File: config.mk
export PLATFORM = sky130hd
export DESIGN_NAME = rms_level_meter_core
export DESIGN_NICKNAME = d
export VERILOG_FILES = /design/src/hw/rtl/rlm_pkg.sv /design/src/hw/rtl/rlm_front.sv /design/src/hw/rtl/rlm_div.sv /design/src/hw/rtl/rlm_sqrt.sv /design/src/hw/rtl/rlm_back.sv /design/src/hw/rtl/rms_level_meter_core.sv
export SDC_FILE = /design/constraint.sdc
export NUM_CORES = 2
export LEC_CHECK = 0
export ABC_AREA = 1
export ABC_CLOCK_PERIOD_IN_PS = 8600
export BUFFER_PORTS_ARGS = -buffer_cell sky130_fd_sc_hd__buf_4
export CAP_MARGIN = 20
export CELL_PAD_IN_SITES_DETAIL_PLACEMENT = 1
export CELL_PAD_IN_SITES_GLOBAL_PLACEMENT = 2
export CORE_MARGIN = 1
export CORE_UTILIZATION = 40
export CTS_CLUSTER_DIAMETER = 200
export DETAILED_ROUTE_END_ITERATION = 8
export GPL_TIMING_DRIVEN = 1
export HOLD_SLACK_MARGIN = 0.03
export PLACE_DENSITY = 0.86
export RECOVER_POWER = 25
export SETUP_SLACK_MARGIN = 0.05
export SLEW_MARGIN = 30
export SYNTH_ARGS = -nofsm -noshare
export SYNTH_HDL_FRONTEND = slang
export SYNTH_SLANG_ARGS = --single-unit
File: constraint.sdc
create_clock -name clk -period 8.6 [get_ports clk]
set_input_delay 0.86 -clock clk [delete_from_list [all_inputs] [get_ports clk]]
set_output_delay 0.86 -clock clk [all_outputs]
set_load 0.005 [all_outputs]
File: src/hw/rtl/rlm_pkg.sv
// Shared types, constants and register codes for the RMS level meter.
`timescale 1ns / 1ps
package rlm_pkg;

  // Fixed widths of the data path
  localparam int SAMPLE_W  = 16;
  localparam int MAG_W     = 16;
  localparam int SQ_W      = 2 * MAG_W;
  localparam int SUM_W     = 39;
  localparam int CNT_W     = 13;
  localparam int LVL_W     = 32;
  localparam int Q16_W     = 16;
  localparam int SHIFT_W   = 5;

  // Divider: 48-bit dividend over a 32-bit divisor
  localparam int DVD_W     = 48;
  localparam int DSR_W     = 32;

  // Square root: 30-bit mean shifted up to a 64-bit radicand
  localparam int MEAN_W    = 30;
  localparam int RAD_W     = 64;
  localparam int ROOT_W    = 32;

  localparam int BUFFER_FRAMES = 256;

  // Stream packing
  localparam int IN_TDATA_W  = 24;
  localparam int OUT_TDATA_W = 40;

  // Configuration port
  localparam int CFG_ADDR_W = 2;
  localparam int CFG_DATA_W = 16;

  localparam logic [CFG_ADDR_W-1:0] REG_ENABLE        = 2'd0;
  localparam logic [CFG_ADDR_W-1:0] REG_SMOOTH_WEIGHT = 2'd1;
  localparam logic [CFG_ADDR_W-1:0] REG_DECAY_SHIFT   = 2'd2;
  localparam logic [CFG_ADDR_W-1:0] REG_TRIGGER_LEVEL = 2'd3;

  localparam logic              RST_ENABLE        = 1'b1;
  localparam logic [Q16_W-1:0]  RST_SMOOTH_WEIGHT = 16'd13107;
  localparam logic [SHIFT_W-1:0] RST_DECAY_SHIFT  = 5'd23;
  localparam logic [Q16_W-1:0]  RST_TRIGGER_LEVEL = 16'd6554;

  // Word kinds carried on tuser
  localparam logic OP_SAMPLE = 1'b0;
  localparam logic OP_TICK   = 1'b1;

  typedef struct packed {
    logic               enable;
    logic [Q16_W-1:0]   smooth_weight;
    logic [SHIFT_W-1:0] decay_shift;
    logic [Q16_W-1:0]   trigger_level;
  } cfg_t;

  // One classified word waiting for the back end
  typedef struct packed {
    logic             is_tick;
    logic [MAG_W-1:0] mag;
    logic             last;
    logic             touched;
  } q_entry_t;

endpackage

File: src/hw/rtl/rlm_front.sv
// Front end: accepts input words, forms sample magnitude, queues them.
`timescale 1ns / 1ps
module rlm_front (
  input  logic                             clk,
  input  logic                             rst_n,
  input  logic                             in_tvalid,
  output logic                             in_tready,
  input  logic [rlm_pkg::IN_TDATA_W-1:0]   in_tdata,
  input  logic                             in_tuser,
  input  logic                             in_tlast,
  input  logic                             enable,
  output logic                             q_valid,
  output rlm_pkg::q_entry_t                q_entry,
  input  logic                             q_pop
);
  import rlm_pkg::*;

  q_entry_t    buf_r [2];
  logic        wr_ptr_r, wr_ptr_nxt;
  logic        rd_ptr_r, rd_ptr_nxt;
  logic [1:0]  cnt_r, cnt_nxt;

  logic [SAMPLE_W-1:0] smp;
  logic [MAG_W-1:0]    mag;
  logic                accept;
  logic                push;
  logic                pop;
  q_entry_t            entry;

  assign in_tready = (cnt_r != 2'd2);
  assign accept    = in_tvalid && in_tready;

  assign smp = in_tdata[SAMPLE_W-1:0];
  assign mag = smp[SAMPLE_W-1] ? MAG_W'(~smp + 16'd1) : smp;

  always_comb begin
    entry.is_tick = (in_tuser == OP_TICK);
    entry.mag     = mag;
    entry.last    = in_tlast;
    entry.touched = in_tdata[SAMPLE_W];
  end

  // samples are dropped while audio is off
  assign push = accept && (entry.is_tick || enable);
  assign pop  = q_pop && q_valid;

  assign q_valid = (cnt_r != 2'd0);
  assign q_entry = buf_r[rd_ptr_r];

  always_comb begin
    wr_ptr_nxt = push ? ~wr_ptr_r : wr_ptr_r;
    rd_ptr_nxt = pop  ? ~rd_ptr_r : rd_ptr_r;
    cnt_nxt    = cnt_r + {1'b0, push} - {1'b0, pop};
  end

  always_ff @(posedge clk) begin
    if (!rst_n) begin
      wr_ptr_r <= 1'b0;
      rd_ptr_r <= 1'b0;
      cnt_r    <= 2'd0;
    end else begin
      wr_ptr_r <= wr_ptr_nxt;
      rd_ptr_r <= rd_ptr_nxt;
      cnt_r    <= cnt_nxt;
    end
  end

  always_ff @(posedge clk) begin
    if (push) begin
      buf_r[wr_ptr_r] <= entry;
    end
  end

endmodule

File: src/hw/rtl/rlm_div.sv
// Restoring divider, one quotient bit per cycle.
`timescale 1ns / 1ps
module rlm_div (
  input  logic                         clk,
  input  logic                         rst_n,
  input  logic                         start,
  input  logic [rlm_pkg::DVD_W-1:0]    dividend,
  input  logic [rlm_pkg::DSR_W-1:0]    divisor,
  output logic                         done,
  output logic [rlm_pkg::DVD_W-1:0]    quotient
);
  import rlm_pkg::*;

  localparam int CNT_BITS = $clog2(DVD_W);

  logic [DVD_W-1:0]    dvd_r, dvd_nxt;
  logic [DSR_W-1:0]    rem_r, rem_nxt;
  logic [DSR_W-1:0]    dsr_r;
  logic [CNT_BITS-1:0] cnt_r;
  logic                busy_r;
  logic                done_r;

  logic [DSR_W:0] rem_sh;
  logic [DSR_W:0] rem_sub;
  logic           ge;

  assign rem_sh  = {rem_r, dvd_r[DVD_W-1]};
  assign ge      = (rem_sh >= {1'b0, dsr_r});
  assign rem_sub = rem_sh - {1'b0, dsr_r};

  always_comb begin
    rem_nxt = ge ? rem_sub[DSR_W-1:0] : rem_sh[DSR_W-1:0];
    dvd_nxt = {dvd_r[DVD_W-2:0], ge};
  end

  always_ff @(posedge clk) begin
    if (!rst_n) begin
      busy_r <= 1'b0;
      done_r <= 1'b0;
      cnt_r  <= '0;
    end else begin
      done_r <= 1'b0;
      if (start) begin
        busy_r <= 1'b1;
        cnt_r  <= CNT_BITS'(DVD_W - 1);
      end else if (busy_r) begin
        cnt_r <= cnt_r - 1'b1;
        if (cnt_r == '0) begin
          busy_r <= 1'b0;
          done_r <= 1'b1;
        end
      end
    end
  end

  always_ff @(posedge clk) begin
    if (start) begin
      dvd_r <= dividend;
      dsr_r <= divisor;
      rem_r <= '0;
    end else if (busy_r) begin
      dvd_r <= dvd_nxt;
      rem_r <= rem_nxt;
    end
  end

  assign done     = done_r;
  assign quotient = dvd_r;

endmodule

File: src/hw/rtl/rlm_sqrt.sv
// Digit-by-digit integer square root, one root bit per cycle.
`timescale 1ns / 1ps
module rlm_sqrt (
  input  logic                         clk,
  input  logic                         rst_n,
  input  logic                         start,
  input  logic [rlm_pkg::MEAN_W-1:0]   mean,
  output logic                         done,
  output logic [rlm_pkg::ROOT_W-1:0]   root
);
  import rlm_pkg::*;

  localparam int REM_W    = ROOT_W + 2;
  localparam int CNT_BITS = $clog2(ROOT_W);

  logic [RAD_W-1:0]    rad_r;
  logic [REM_W-1:0]    rem_r, rem_nxt;
  logic [ROOT_W-1:0]   root_r, root_nxt;
  logic [CNT_BITS-1:0] cnt_r;
  logic                busy_r;
  logic                done_r;

  logic [REM_W+1:0] rem_sh;
  logic [REM_W+1:0] trial;
  logic [REM_W+1:0] rem_sub;
  logic             ge;

  assign rem_sh  = {rem_r, rad_r[RAD_W-1 -: 2]};
  assign trial   = {2'b00, root_r, 2'b01};
  assign ge      = (rem_sh >= trial);
  assign rem_sub = rem_sh - trial;

  always_comb begin
    rem_nxt  = ge ? rem_sub[REM_W-1:0] : rem_sh[REM_W-1:0];
    root_nxt = {root_r[ROOT_W-2:0], ge};
  end

  always_ff @(posedge clk) begin
    if (!rst_n) begin
      busy_r <= 1'b0;
      done_r <= 1'b0;
      cnt_r  <= '0;
    end else begin
      done_r <= 1'b0;
      if (start) begin
        busy_r <= 1'b1;
        cnt_r  <= CNT_BITS'(ROOT_W - 1);
      end else if (busy_r) begin
        cnt_r <= cnt_r - 1'b1;
        if (cnt_r == '0) begin
          busy_r <= 1'b0;
          done_r <= 1'b1;
        end
      end
    end
  end

  // radicand is the mean in Q0.30 moved up to Q0.64 scale
  always_ff @(posedge clk) begin
    if (start) begin
      rad_r  <= {mean, (RAD_W - MEAN_W)'(0)};
      rem_r  <= '0;
      root_r <= '0;
    end else if (busy_r) begin
      rad_r  <= {rad_r[RAD_W-3:0], 2'b00};
      rem_r  <= rem_nxt;
      root_r <= root_nxt;
    end
  end

  assign done = done_r;
  assign root = root_r;

endmodule

File: src/hw/rtl/rlm_back.sv
// Back end: accumulation, RMS, smoothing, peak tracking and tick reports.
`timescale 1ns / 1ps
module rlm_back (
  input  logic                              clk,
  input  logic                              rst_n,
  input  rlm_pkg::cfg_t                     cfg,
  input  logic                              q_valid,
  input  rlm_pkg::q_entry_t                 q_entry,
  output logic                              q_pop,
  output logic                              out_tvalid,
  input  logic                              out_tready,
  output logic [rlm_pkg::OUT_TDATA_W-1:0]   out_tdata
);
  import rlm_pkg::*;

  typedef enum logic [9:0] {
    S_IDLE = 10'b00_0000_0001,
    S_SQ   = 10'b00_0000_0010,
    S_ACC  = 10'b00_0000_0100,
    S_MEAN = 10'b00_0000_1000,
    S_ROOT = 10'b00_0001_0000,
    S_MUL  = 10'b00_0010_0000,
    S_MIX  = 10'b00_0100_0000,
    S_PEAK = 10'b00_1000_0000,
    S_LVL  = 10'b01_0000_0000,
    S_TICK = 10'b10_0000_0000
  } state_t;

  localparam int MIX_W = LVL_W + Q16_W + 1;

  state_t   state_r, state_nxt;
  q_entry_t item_r;

  logic [SUM_W-1:0]  sum_r;
  logic [CNT_W-1:0]  cnt_r;
  logic [LVL_W-1:0]  smoothed_r;
  logic [LVL_W-1:0]  peak_r;
  logic [SQ_W-1:0]   sq_r;
  logic [ROOT_W-1:0] rms_r;
  logic [MIX_W-1:0]  p1_r;
  logic [MIX_W-1:0]  p2_r;
  logic [Q16_W-1:0]  level_r;

  logic              out_valid_r;
  logic [Q16_W-1:0]  out_level_r;
  logic              out_trig_r;
  logic [Q16_W-1:0]  out_smooth_r;

  // accumulate step
  logic [SUM_W:0]    sum_ext;
  logic [SUM_W-1:0]  sum_nxt;
  logic [CNT_W-1:0]  cnt_nxt;
  logic              finish;

  // mixing
  logic [Q16_W:0]    inv_w;
  logic [MIX_W-1:0]  mix;

  logic              out_free;
  logic              live_tick;

  // divider, shared by mean and level, and square root
  logic              div_start;
  logic [DVD_W-1:0]  div_dvd;
  logic [DSR_W-1:0]  div_dsr;
  logic              div_done;
  logic [DVD_W-1:0]  div_q;
  logic              sqrt_start;
  logic              sqrt_done;
  logic [ROOT_W-1:0] sqrt_root;

  rlm_div u_div (
    .clk      (clk),
    .rst_n    (rst_n),
    .start    (div_start),
    .dividend (div_dvd),
    .divisor  (div_dsr),
    .done     (div_done),
    .quotient (div_q)
  );

  rlm_sqrt u_sqrt (
    .clk   (clk),
    .rst_n (rst_n),
    .start (sqrt_start),
    .mean  (div_q[MEAN_W-1:0]),
    .done  (sqrt_done),
    .root  (sqrt_root)
  );

  assign sum_ext = {1'b0, sum_r} + (SUM_W + 1)'(sq_r);
  assign sum_nxt = sum_ext[SUM_W] ? {SUM_W{1'b1}} : sum_ext[SUM_W-1:0];
  assign cnt_nxt = (cnt_r != {CNT_W{1'b1}}) ? cnt_r + 1'b1 : cnt_r;
  assign finish  = item_r.last || (cnt_nxt >= CNT_W'(BUFFER_FRAMES));

  assign inv_w = 17'h1_0000 - {1'b0, cfg.smooth_weight};
  assign mix   = p1_r + p2_r;

  assign out_free  = !out_valid_r || out_tready;
  assign live_tick = cfg.enable && !item_r.touched;

  assign q_pop = (state_r == S_IDLE) && q_valid;

  always_comb begin
    state_nxt  = state_r;
    div_start  = 1'b0;
    div_dvd    = {smoothed_r, Q16_W'(0)};
    div_dsr    = peak_r;
    sqrt_start = 1'b0;
    case (state_r)
      S_IDLE: begin
        if (q_valid) begin
          if (!q_entry.is_tick) begin
            state_nxt = S_SQ;
          end else if (peak_r == '0) begin
            state_nxt = S_TICK;
          end else begin
            div_start = 1'b1;
            state_nxt = S_LVL;
          end
        end
      end
      S_SQ: state_nxt = S_ACC;
      S_ACC: begin
        if (finish) begin
          div_start = 1'b1;
          div_dvd   = DVD_W'(sum_nxt);
          div_dsr   = DSR_W'(cnt_nxt);
          state_nxt = S_MEAN;
        end else begin
          state_nxt = S_IDLE;
        end
      end
      S_MEAN: begin
        if (div_done) begin
          if (div_q[DVD_W-1:MEAN_W] != '0) begin
            state_nxt = S_MUL;
          end else begin
            sqrt_start = 1'b1;
            state_nxt  = S_ROOT;
          end
        end
      end
      S_ROOT: if (sqrt_done) state_nxt = S_MUL;
      S_MUL:  state_nxt = S_MIX;
      S_MIX:  state_nxt = S_PEAK;
      S_PEAK: state_nxt = S_IDLE;
      S_LVL:  if (div_done) state_nxt = S_TICK;
      S_TICK: if (out_free) state_nxt = S_IDLE;
      default: state_nxt = S_IDLE;
    endcase
  end

  always_ff @(posedge clk) begin
    if (!rst_n) begin
      state_r     <= S_IDLE;
      sum_r       <= '0;
      cnt_r       <= '0;
      smoothed_r  <= '0;
      peak_r      <= '0;
      out_valid_r <= 1'b0;
    end else begin
      state_r <= state_nxt;
      if (state_r == S_TICK && out_free) begin
        out_valid_r <= 1'b1;
      end else if (out_tready) begin
        out_valid_r <= 1'b0;
      end
      case (state_r)
        S_ACC: begin
          if (finish) begin
            sum_r <= '0;
            cnt_r <= '0;
          end else begin
            sum_r <= sum_nxt;
            cnt_r <= cnt_nxt;
          end
        end
        S_MIX: smoothed_r <= mix[LVL_W+Q16_W-1:Q16_W];
        S_PEAK: begin
          if (smoothed_r > peak_r) peak_r <= smoothed_r;
        end
        S_TICK: begin
          if (out_free && live_tick) peak_r <= peak_r - (peak_r >> cfg.decay_shift);
        end
        default: ;
      endcase
    end
  end

  // payload registers
  always_ff @(posedge clk) begin
    if (q_pop) item_r <= q_entry;
    if (state_r == S_IDLE) level_r <= '0;
    if (state_r == S_SQ) sq_r <= item_r.mag * item_r.mag;
    if (state_r == S_MEAN && div_done) rms_r <= {ROOT_W{1'b1}};
    if (state_r == S_ROOT && sqrt_done) rms_r <= sqrt_root;
    if (state_r == S_MUL) begin
      p1_r <= MIX_W'(smoothed_r) * MIX_W'(inv_w);
      p2_r <= MIX_W'(rms_r) * MIX_W'(cfg.smooth_weight);
    end
    if (state_r == S_LVL && div_done) begin
      level_r <= (div_q[DVD_W-1:Q16_W] != '0) ? {Q16_W{1'b1}} : div_q[Q16_W-1:0];
    end
    if (state_r == S_TICK && out_free) begin
      out_level_r  <= level_r;
      out_trig_r   <= live_tick && (level_r > cfg.trigger_level);
      out_smooth_r <= smoothed_r[LVL_W-1 -: Q16_W];
    end
  end

  assign out_tvalid = out_valid_r;
  assign out_tdata  = {7'b0, out_smooth_r, out_trig_r, out_level_r};

`ifndef SYNTH
  a_div_done_owned: assert property (@(posedge clk) disable iff (!rst_n)
    div_done |-> (state_r == S_MEAN || state_r == S_LVL))
    else $error("divider finished outside a wait state");

  a_sqrt_done_owned: assert property (@(posedge clk) disable iff (!rst_n)
    sqrt_done |-> (state_r == S_ROOT))
    else $error("square root finished outside its wait state");

  a_out_from_tick: assert property (@(posedge clk) disable iff (!rst_n)
    $rose(out_valid_r) |-> $past(state_r == S_TICK))
    else $error("result word raised without a tick");

  a_cnt_bound: assert property (@(posedge clk) disable iff (!rst_n)
    (state_r == S_IDLE) |-> (cnt_r < CNT_W'(BUFFER_FRAMES)))
    else $error("buffer count passed the buffer size");
`endif

endmodule

File: src/hw/rtl/rms_level_meter_core.sv
// Top level of the RMS level meter: configuration registers, front and back ends.
`timescale 1ns / 1ps
//
// Channel  Dir  Handshake             Contents
// in_      in   in_tvalid/in_tready   tdata: sample[15:0] touched[16]; tuser: op;
//                                     tlast: last_of_buffer
// out_     out  out_tvalid/out_tready tdata: level[15:0] trigger[16] smoothed_out[32:17]
// cfg_     in   cfg_valid/cfg_ready   cfg_addr: register index, cfg_wdata: value
//
// A sample word is squared and accumulated in the back end; the word that closes a
// buffer also runs the divider for the mean, the square root (skipped on saturation),
// mix and peak. A tick with nonzero peak uses the same divider (level = smoothed/peak).
// Reset is synchronous, active low: registers return to their defaults, sums, count,
// smoothed level and peak clear to zero.
// A two-word queue sits between the ends and the result sits in an output register,
// so the input keeps flowing while a result waits, until both queue words are taken.
module rms_level_meter_core (
  input  logic                              clk,
  input  logic                              rst_n,
  input  logic                              in_tvalid,
  output logic                              in_tready,
  input  logic [rlm_pkg::IN_TDATA_W-1:0]    in_tdata,   // sample[15:0], touched[16], pad
  input  logic                              in_tuser,   // op
  input  logic                              in_tlast,
  output logic                              out_tvalid,
  input  logic                              out_tready,
  output logic [rlm_pkg::OUT_TDATA_W-1:0]   out_tdata,  // level[15:0], trigger[16],
                                                        // smoothed_out[32:17], pad
  input  logic                              cfg_valid,
  output logic                              cfg_ready,
  input  logic [rlm_pkg::CFG_ADDR_W-1:0]    cfg_addr,
  input  logic [rlm_pkg::CFG_DATA_W-1:0]    cfg_wdata
);
  import rlm_pkg::*;

  cfg_t     cfg_r;
  logic     q_valid;
  q_entry_t q_entry;
  logic     q_pop;

  // register writes are always taken
  assign cfg_ready = 1'b1;

  always_ff @(posedge clk) begin
    if (!rst_n) begin
      cfg_r.enable        <= RST_ENABLE;
      cfg_r.smooth_weight <= RST_SMOOTH_WEIGHT;
      cfg_r.decay_shift   <= RST_DECAY_SHIFT;
      cfg_r.trigger_level <= RST_TRIGGER_LEVEL;
    end else if (cfg_valid && cfg_ready) begin
      case (cfg_addr)
        REG_ENABLE:        cfg_r.enable        <= cfg_wdata[0];
        REG_SMOOTH_WEIGHT: cfg_r.smooth_weight <= cfg_wdata;
        REG_DECAY_SHIFT:   cfg_r.decay_shift   <= cfg_wdata[SHIFT_W-1:0];
        REG_TRIGGER_LEVEL: cfg_r.trigger_level <= cfg_wdata;
        default: ;
      endcase
    end
  end

  // front: accept, classify, drop samples while audio is off
  rlm_front u_front (
    .clk       (clk),
    .rst_n     (rst_n),
    .in_tvalid (in_tvalid),
    .in_tready (in_tready),
    .in_tdata  (in_tdata),
    .in_tuser  (in_tuser),
    .in_tlast  (in_tlast),
    .enable    (cfg_r.enable),
    .q_valid   (q_valid),
    .q_entry   (q_entry),
    .q_pop     (q_pop)
  );

  // back: arithmetic sequencer and result register
  rlm_back u_back (
    .clk        (clk),
    .rst_n      (rst_n),
    .cfg        (cfg_r),
    .q_valid    (q_valid),
    .q_entry    (q_entry),
    .q_pop      (q_pop),
    .out_tvalid (out_tvalid),
    .out_tready (out_tready),
    .out_tdata  (out_tdata)
  );

endmodule

==> run summary <==
CTS tree - done
Port buffer count - 76
Critical Path Source Type - flip-flop
Switching part of the total - 0.529
Post-layout net count - 12600
Post_cts resized - 0
Root Driver - clkbuf_16
Largest family of logic cells by synthesized area - adder cells
Setup violators final - 0
Share of cells above drive strength 1 - 0.0423
Critical Path RT - 9.10 ns
CP Launch Point - cfg_r[21]
Power per cell area - 453 nW/um^2
GRT Residual Overflow - 0
Critical path capture point type - flip-flop
Arr. time, crit path - 8.53 ns
Largest net degree at the start of global routing - 75
Max_cap viols - 15
Antenna-violating nets left - 0
Pleak - 44.1 nW
Antenna violations before repair - 23
Synth async-reset ratio - 0
Hold Startpoint - in_tdata[16]
Layout Cells excl Fill - 13700
Post-synthesis sequential area ratio - 0.205
Sequential share of power - 0.137
Post-DP HPWL - 251 mm
Number of I/O pins - 92
Total Negative Setup Slacks - 0 ns
Core area - 205000 um^2
Internal power - 19.0 mW
CTS Hold Buffers Added - 0
Fill cells - 25400
Via density per instance - 5.27
Number of global-route vias before repair - 78300
Synth Area in Compound Gates - 0.0834
Crit path kind - flip-flop to flip-flop
First-pass DRT Iterations - 6
Post-Syn Instances - 11000
# rows - 166
Number of flops mapped to enable cells by yosys - 374
Mux share of post-synthesis cell area - 0.00513
H-tree depth - 3
Die Width - 456 um
Worst-Margin Slew - 4.58 ns
Slew headroom - -2.05
Clk slew on worst S/H paths - 0.07 ns
Slowest stage delay, CP - 0.53 ns
Final Max Tran Viols - 408
Post-route minimum period - 8.03 ns
Min-delay worst type - input pin to flip-flop
XOR/XNOR Fraction of Synth Area - 0.0232
RSZ-0062 raised after global routing - no
Die Y - 456 um
Crit-path max FO - 13
Clock buffer depth - 3
Post-Synthesis Cell Area - 82400 um^2
Die ar. - 208000 um^2
Via count - 72100
Placed Instances - 13500
Routability congestion estimate - 0.981
DRC viols - 0
Maximum vdd drop - 1.72 mV
Clock sinks - 657
Area Growth Syn to Fin - 7.93%
Combinational share of power - 0.766
Post-synth cell types - 66
P_sw - 21.3 mW
Initial Util - 0.403
Cts bufs inserted - 84
R2r startpoint - cfg_r[21]
Failing checks - capacitance limit, slew limit
Synthesized flop and latch total - 657
Fin. Hold Viols - 0
Syn avg cell area - 7.49 um^2
Setup Skew - 0.0857 ns
Top FF cell, synth - edfxtp_1
Crit share post-route - 0.934
All-layer global routing usage - 0.295
Synth Area in Adders - 0.337
Clock Latency Late Sink - 0.77 ns
Routed len/inst - 22.3 um
Initial DRC Count - 4528
Slowest CP cell - nand2_1
F_max - 124 MHz
Simple-gate share of the synthesized area - 0.218
Postcts setup bufs - 0
First-pass GRT wire length - 469 mm
Clk pwr share - 0.097
Total wire length - 306 mm
Status - finished with violations
Yosys warns - 0
-- stage by stage --
step / power (mW) / util / hold slack (ns) / worst slack (ns) / instance area (um^2)
after floorplan: 30.5 / - / 0.421 / 1.97 / 82500
after global placement: 35.8 / 0.419 / 0.429 / 0.979 / 85900
after detailed placement: 36.9 / 0.420 / 0.437 / 0.843 / 86000
after CTS: 40.9 / 0.435 / 0.208 / 0.780 / 89100
after global routing: 44.0 / 0.434 / 0.258 / 0.206 / 89000
final: 40.3 / 0.434 / 0.300 / 0.567 / 89000
-- cell type report --
cell class	instances	area (um^2)	share of cell area
diodes	8	20.0	0.000225
multi-input cells	7582	55100	0.619
well taps	2688	3360	0.0378
clock buffers	113	2370	0.0266
repair buffers	227	1650	0.0185
clock inverters	45	704	0.00792
flip-flops and latches	657	16900	0.190
inverters	2365	8890	0.0999
-- state kept, by name, indices dropped and copies added (netlist names), 13 cells and up, named ones only --
name / cells
u_back.out_smooth_r: 16
u_back.p1_r: 48
cfg_r: 38
u_back.cnt_r: 13
u_back.u_div.rem_r: 32
u_back.u_sqrt.root: 32
u_back.level_r: 16
u_front.buf_r: 38
u_back.smoothed_r: 32
u_back.item_r: 18
u_back.u_div.quotient: 48
u_back.u_div.dsr_r: 32
u_back.rms_r: 32
u_back.u_sqrt.rem_r: 34
u_back.out_level_r: 16
u_back.sq_r: 31
u_back.peak_r: 32
u_back.sum_r: 39
u_back.p2_r: 48
u_back.u_sqrt.rad_r: 30
-- kinds of logic after synthesis --
kind of cell               Yosys count
other                                2
muxes                               40
xor gates and xnor gates           217
adders and majority gates         1602
AOI/OAI and AO/OA                 1272
buffers and inverters             2767
and+or+nand+nor                   4443
DFF                                657
-- cells in the mapped netlist, drive strengths merged (32+ instances only) --
master,number,area (um^2)
clkbuf,315,1190
fa,1032,20700
nor3,85,457
inv,2354,8840
nor2,851,3240
o21ai,502,2520
nand4,104,657
edfxtp,374,11200
nand3,381,1930
o21bai,49,368
a21oi,569,2850
xor2,118,1030
xnor2,98,858
or2,54,338
dfxtp,283,5670
nor4,35,225
o211ai,32,240
o21a,33,248
ha,570,7130
buf,87,465
nand2,2905,11000
-- per-layer routing --
metal	GRT usage	wire length, um
met4	0.118	13600
met3	0.0266	12300
met1	0.381	132000
met5	0	14
met2	0.507	148000
-- critical path, delay by kind of cell (launching register included) --
kind	cells	cell delay [ns]
and+or+nand+nor	11	2.16
xor gates and xnor gates	1	0.11
DFF	1	0.34
adders and majority gates	8	3.49
AOI/OAI and AO/OA	4	0.97
buffers and inverters	6	0.69
-- power groups by stage --
| stage | Sequential (mW) | Combinational [mW] | Clock [mW] |
|---|---|---|---|
| global route | 5.47 | 34.5 | 4.09 |
| global placement | 5.57 | 30.3 | 0 |
| floorplan | 5.55 | 25.0 | 0 |
| CTS | 5.52 | 31.4 | 4.00 |
| finish | 5.52 | 30.9 | 3.91 |
| detailed placement | 5.59 | 31.3 | 0 |
-- cells in the final DEF (no fill, tap or decap), types with 11 or more instances in the layout --
master     netlist  layout
clkinv_2         1      12
xnor2_1         98      98
inv_2           10      11
nand3_1        377     376
clkbuf_16        0      87
a21o_1          20      20
ha_1           570     569
nand4_1        103     103
o211ai_1        32      32
fa_1          1032    1032
a21oi_1        568     568
inv_1         2343    2339
bufinv_16        0      11
clkinv_1        10      12
xor2_1         118     118
nor4_1          34      32
mux2i_1         22      22
a31oi_1         12      12
dfxtp_1        283     283
nor3_1          80      77
o21a_1          33      33
clkbuf_4         0      21
clkbuf_1       312      48
o21ai_0        491     491
buf_4           19     171
edfxtp_1       374     374
mux2_2          18      18
o21bai_1        49      49
nor2_1         840     841
or2_2           54      54
nand2_1       2895    2896
-- worst paths after layout --
kind              slack, ns  depth (start not counted)                      to
hold reg to reg        0.45                          2  u_back.u_sqrt.root[14]
setup reg to reg       0.57                         30         u_back.p1_r[42]
setup / recovery       0.57                         30         u_back.p1_r[42]
hold / removal         0.30                          1     u_front.buf_r[1][0]
(Power assumes the default switching activity.)
